--- src/apir_pkg.sv ---
// ----------------------------------------------------------------------------
// apir_pkg
// Shared types and constants for the all-pole impulse response generator.
// ----------------------------------------------------------------------------
package apir_pkg;

  // Field widths fixed by the register map and the word format
  localparam int ORDER_W    = 3;
  localparam int GAIN_W     = 24;
  localparam int LEN_W      = 16;
  localparam int COEF_W     = 16;
  localparam int CFG_IDX_W  = 3;
  localparam int CFG_DATA_W = 24;

  // Parameter defaults
  localparam int MAX_ORDER_DEF   = 5;
  localparam int SAMPLE_BITS_DEF = 24;

  // Q2.13 x Q8.15 products are brought back to Q8.15
  localparam int FRAC_SHIFT = 13;
  localparam int ROUND_BIAS = 4096;

  // Reset values of the registers
  localparam logic [ORDER_W-1:0]       ORDER_RST  = ORDER_W'(1);
  localparam logic signed [GAIN_W-1:0] GAIN_RST   = GAIN_W'(32768);
  localparam logic [LEN_W-1:0]         LENGTH_RST = LEN_W'(1024);

  typedef enum logic [CFG_IDX_W-1:0] {
    REG_ORDER  = 3'd0,
    REG_GAIN   = 3'd1,
    REG_LENGTH = 3'd2,
    REG_COEF1  = 3'd3
  } reg_idx_t;

  // Which value a sample takes within a run
  typedef enum logic [1:0] {
    KIND_ZERO  = 2'd0,
    KIND_GAIN  = 2'd1,
    KIND_RECUR = 2'd2
  } sample_kind_t;

  typedef struct packed {
    logic [ORDER_W-1:0]       order;
    logic signed [GAIN_W-1:0] gain;
    logic [LEN_W-1:0]         length;
  } cfg_t;

endpackage

--- src/apir_cfg.sv ---
// ----------------------------------------------------------------------------
// apir_cfg
// Configuration register file: order, gain, run length and feedback coefs.
// ----------------------------------------------------------------------------
module apir_cfg
  import apir_pkg::*;
#(
  parameter int MAX_ORDER = MAX_ORDER_DEF
) (
  input  logic                        clk,
  input  logic                        rst_n,
  input  logic                        cfg_wr_en,
  input  logic [CFG_IDX_W-1:0]        cfg_index,
  input  logic [CFG_DATA_W-1:0]       cfg_data,
  output cfg_t                        cfg_o,
  output logic signed [COEF_W-1:0]    coef_o [MAX_ORDER]
);

  cfg_t cfg_r, cfg_nxt;

  always_comb begin
    cfg_nxt = cfg_r;
    if (cfg_wr_en) begin
      unique case (cfg_index)
        REG_ORDER:  cfg_nxt.order  = cfg_data[ORDER_W-1:0];
        REG_GAIN:   cfg_nxt.gain   = cfg_data[GAIN_W-1:0];
        REG_LENGTH: cfg_nxt.length = cfg_data[LEN_W-1:0];
        default:    ;  // coefficient registers handled below
      endcase
    end
  end

  always_ff @(posedge clk) begin
    if (!rst_n) begin
      cfg_r.order  <= ORDER_RST;
      cfg_r.gain   <= GAIN_RST;
      cfg_r.length <= LENGTH_RST;
    end else begin
      cfg_r <= cfg_nxt;
    end
  end

  genvar k;
  generate
    for (k = 0; k < MAX_ORDER; k++) begin : g_coef
      logic signed [COEF_W-1:0] coef_r;
      always_ff @(posedge clk) begin
        if (!rst_n) begin
          coef_r <= '0;
        end else if (cfg_wr_en &&
                     cfg_index == CFG_IDX_W'(REG_COEF1) + CFG_IDX_W'(k)) begin
          coef_r <= cfg_data[COEF_W-1:0];
        end
      end
      assign coef_o[k] = coef_r;
    end
  endgenerate

  assign cfg_o = cfg_r;

endmodule

--- config.mk ---
export PLATFORM = sky130hd
export DESIGN_NAME = apir_cfg
export DESIGN_NICKNAME = d
export VERILOG_FILES = /design/src/apir_pkg.sv /design/src/apir_cfg.sv
export SDC_FILE = /design/constraint.sdc
export NUM_CORES = 1
export LEC_CHECK = 0
export BUFFER_PORTS_ARGS = -buffer_cell sky130_fd_sc_hd__buf_4
export CORE_ASPECT_RATIO = 0.7
export CORE_MARGIN = 3
export CORE_UTILIZATION = 54
export DETAILED_ROUTE_END_ITERATION = 8
export PLACE_DENSITY = 0.95
export SYNTH_ARGS = -nofsm -noshare
export SYNTH_HDL_FRONTEND = slang
export SYNTH_SLANG_ARGS = --single-unit
--- constraint.sdc ---
create_clock -name clk -period 2.3 [get_ports clk]
set_clock_uncertainty 0.05 [all_clocks]
set_input_delay 0.345 -clock clk [delete_from_list [all_inputs] [get_ports clk]]
set_output_delay 0.345 -clock clk [all_outputs]
set_load 0.02 [all_outputs]
==> Yosys cells after proc, flatten, opt, wreduce, memory -nomap -nowiden <==
Cells that the tools add are included.
{ "classes": {"eq_ne": 7, "n_reduce_logical": 9} }
{ "op_table": {"columns": ["op", "count"], "rows": [
  ["3-bit equality test (second input constant)", 4],
  ["3-bit by 2-bit equality test with 1-bit output (second input constant)", 2],
  ["2-bit AND reduction", 3],
  ["1-bit logical AND", 5],
  ["3-bit by 1-bit equality test with 1-bit output (second input constant)", 1],
  ["3-bit zero test", 1]
]} }
{ "totals": {"input_bits": 30, "output_inout_bits": 123, "wordCells": 24, "register_bits": 123} }

==> Depth between registers and ports, before layout <==
{ "depth": {"depth_word": 2, "mapped_depth": 5, "ltp_nobuf": 2} }

==> Least setup slack after synthesis <==
Ideal clock, no wire load.
{ "synth_timing": {"path_type": "in2reg", "start": "in cfg_index[1]", "end": "reg cfg_r, in the netlist cfg_o[17]", "required_ns": 2.178, "arrival_ns": 1.098, "stages": 4, "n_path_buf": 2, "setup_time_ns": 0.072, "setup_slack_ns": 1.080, "cell_sequence": "and4bb_1 -> buf_2 -> buf_6 -> mux2i_1"} }
{ "synth_between": {"elab_chain_cells": 2} }
{ "synth_lines": {"columns": ["item", "line", "rtl"], "rows": [
  ["start: declaration", "apir_cfg.sv:13", "input logic [CFG_IDX_W-1:0] cfg_index,"],
  ["3-bit by 1-bit equality test with 1-bit output", "apir_cfg.sv:24", "unique case (cfg_index)"],
  ["2-bit AND reduction (no line)", null, null],
  ["end signal: assignment", "apir_cfg.sv:39", "cfg_r <= cfg_nxt;"],
  ["end: declaration", "apir_cfg.sv:19", "cfg_t cfg_r, cfg_nxt;"]
]} }
No other way between the ends.
A chain may end at the register's enable or synchronous reset.

==> Worst setup path after layout <==
{ "layout_timing": {"start": "reg g_coef[1].coef_r[14]", "end": "out coef_o[62] (netlist bit)"} }
{ "layout_lines": {"columns": ["item", "line", "rtl"], "rows": [
  ["start: declaration", "apir_cfg.sv:46", "logic signed [COEF_W-1:0] coef_r;"],
  ["start signal: assignment", "apir_cfg.sv:52", "coef_r <= cfg_data[COEF_W-1:0];"],
  ["end: declaration", "apir_cfg.sv:16", "output logic signed [COEF_W-1:0] coef_o [MAX_ORDER]"]
]} }
No word-level cell between the ends.

==> impl_metrics.py <==
metrics = {
    "clock_tree": {
        "cts_setup_buffers": 0,
        "clk_root_buffer_cell": "clkbuf_16",
        "cts.sinks": 123,
        "clock_path_buffers": 2,
        "clk_pin_slew_ns": 0.06,
        "cts_resized": 0,
        "htree_levels": 4,
        "ctsHoldBuffers": 0,
        "cts_tree": "built",
        "cts_buffers": 17,
        "clk_latency_ns": 0.39,
    },
    "hold_path": {
        "min_path_type": "in -> reg",
        "whs_path_depth": 3,
    },
    "global_routing": {
        "grt_max_degree": 60,
        "grt_pass1_wl_um": 19300,
        "gr-total-overflow": 0,
        "grt_antenna_before_repair": 0,
        "grt_pass1_vias": 3663,
        "grt_use_total_pct": 27.2,
    },
    "pwr": {
        "power.total_mw": 5.49,
        "pwr_density_cell_mw_per_mm2": 863,
        "power.leakage_nw": 3.19,
        "peakVddDrop_uv": 583,
    },
    "worst_setup_path": {
        "r2r_cells": 2,
        "timing.critical_path.buf_inv": 1,
        "critPathRequiredTime_ns": 1.90,
        "start_kind": "flip-flop",
        "startpoint": "g_coef[1].coef_r[14]$_SDFFE_PN0P_",
        "cpPeakStageDelay_ns": 0.38,
        "worstPathMaxFanout": 2,
        "r2r-start": "g_coef[3].coef_r[9]$_SDFFE_PN0P_",
        "crit_slowest_cell": "dfxtp_1",
        "crit_type": "reg -> out",
        "path_cells": "buf_4",
        "worst-path-stages": 1,
        "r2r_end": "g_coef[3].coef_r[9]$_SDFFE_PN0P_",
        "cp-endpoint": "coef_o[62]",
        "arrival_ns": 0.94,
        "cp_top_family": "flip-flops",
        "regToRegSetupSlack_ns": 1.53,
        "crit_path_end_kind": "output pin",
    },
    "floorplan": {
        "core-area_mm2": 0.00801,
        "ios": 153,
        "start_util_pct": 56.7,
        "die_w_um": 116,
        "rows": 27,
        "die_y_um": 82.7,
        "die_area_mm2": 0.00956,
    },
    "finish": {
        "drive_gt1_share_pct": 32.6,
        "seqCellArea_mm2": 0.00246,
        "design_area_mm2": 0.00636,
        "multi_input_area_mm2": 0.00190,
        "diodes": 0,
        "fin_cells": 697,
        "layout.nets": 613,
        "synthToLayoutAreaGrowth_pct": 40.3,
        "fin_util_pct": 79.5,
        "fillers": 498,
    },
    "status": {
        "outcome": "finished clean",
    },
    "sta": {
        "hold_ws_ns": 0.146,
        "rsz0062_at_grt": "no",
        "relSlewSlack_pct": 49.6,
        "worst_pin_slew_ns": 0.755,
        "finalHoldViolCount": 0,
        "slew_violations": 0,
        "fin_crit_ns": 1.34,
        "fmax_mhz": 747,
        "setup_viol": 0,
        "fin_setup_tns_ns": 0,
        "finalCritPeriodShare_pct": 58.2,
        "fin_ws_ns": 0.961,
    },
    "drt": {
        "drc": 0,
        "first_pass_iters": 5,
        "via_count": 3674,
        "postRouteWirelength_um": 12800,
        "wire_per_inst_um": 18.4,
        "viasPerCell": 5.27,
        "final_antenna_net_count": 0,
        "drt_iter0_drc": 233,
    },
    "yosys": {
        "avgSynthCellArea_um2": 10.4,
        "synthMuxAreaShare_pct": 27.1,
        "yosysWarnings": 0,
        "seq_area_frac_synth_pct": 54.3,
        "synth_top_family_by_area": "multiplexers",
        "synthAdderAreaFrac_pct": 0,
        "synth_cell_types": 15,
        "syn_nets": 465,
        "synthXorXnorAreaFrac_pct": 0,
        "synth.cell_area_mm2": 0.00454,
        "synth_compound_area_share_pct": 0,
        "syn-instance-count": 435,
        "synthSimpleGateAreaFrac_pct": 14.7,
        "synth-seq-cells": 123,
    },
    "placement": {
        "hpwlAfterDp_um": 8850,
        "dpl.cell_count": 665,
        "place_ws_ns": 0.636,
        "io_buffers": 152,
        "place_congestion": 0.777,
        "dpl_cell_area_mm2": 0.00571,
    },
    "run": {
        "cap_viol_max_count": 0,
    },
}
where the power goes:
part           switching, mW  internal, mW
sequential            0.0302          2.18
combinational          0.224         0.152
clock                  0.933          1.97
state kept, by name, summed over array words and instances, names as in the netlist:
register	flops
g_coef.coef_r	80
cfg_o	43
worst min path at each step:
stage          slack (ns)              startpoint                     end
2_1_floorplan        0.44            cfg_data[16]  cfg_o[32]$_SDFFE_PN0P_
3_3_place_gp         0.39  cfg_o[35]$_SDFFE_PN0P_  cfg_o[35]$_SDFFE_PN0P_
3_5_place_dp         0.40  cfg_o[29]$_SDFFE_PN0P_  cfg_o[29]$_SDFFE_PN0P_
4_1_cts              0.14            cfg_data[17]  cfg_o[33]$_SDFFE_PN0P_
5_1_grt              0.15            cfg_data[22]  cfg_o[38]$_SDFFE_PN0P_
6_report             0.15            cfg_data[17]  cfg_o[33]$_SDFFE_PN0P_
routing by layer:
metal / global-route usage (%) / part of all wire, %
met5: 0 / 0
met4: 8.68 / 0.99
met3: 9.32 / 9.0
met2: 43.8 / 46
met1: 34.8 / 44
cells by family after synthesis:
kind of cell / count (synthesis)
AND/OR/NAND/NOR: 158
buffers and inverters: 31
multiplexers: 123
flip-flops: 123
cells in the mapped netlist:
library cell	number	area share [%]
nor4b_2	1	0.33
buf_2	6	0.66
nand4b_1	3	0.58
dfxtp_1	123	54
nand4_2	1	0.28
clkbuf_1	13	1.1
nand4bb_1	1	0.25
buf_4	6	0.99
nor2b_1	6	0.83
mux2i_1	123	27
and4bb_1	1	0.28
buf_1	2	0.17
nand2_1	144	12
buf_6	4	0.99
and4bb_2	1	0.28
worst reg2reg max path, delay by kind of cell, from the launching register on:
| family | cells | cell delay, ns |
|---|---|---|
| and+or+nand+nor | 1 | 0.09 |
| DFF | 1 | 0.35 |
| muxes | 1 | 0.19 |
cells in the final DEF (no fill, tap or decap):
master / instances
buf_12: 2
clkinv_2: 4
clkinvlp_4: 2
nand2_1: 144
nand4b_1: 3
nor4b_2: 1
nand4_2: 1
clkbuf_16: 17
nand4bb_1: 1
clkbuf_8: 2
dfxtp_1: 123
and4bb_2: 1
bufinv_16: 5
buf_4: 158
clkbuf_1: 1
nor2b_1: 6
clkinv_4: 1
mux2i_1: 123
and4bb_1: 1
layout make-up:
class | count | share of cell area (%)
clock buffer | 20 | 7.18
clock inverter | 12 | 3.05
multi-input combinational | 281 | 29.8
sequential | 123 | 38.7
tap | 101 | 1.99
timing repair buffer | 160 | 19.3
Power figures use the tool's default switching activity.
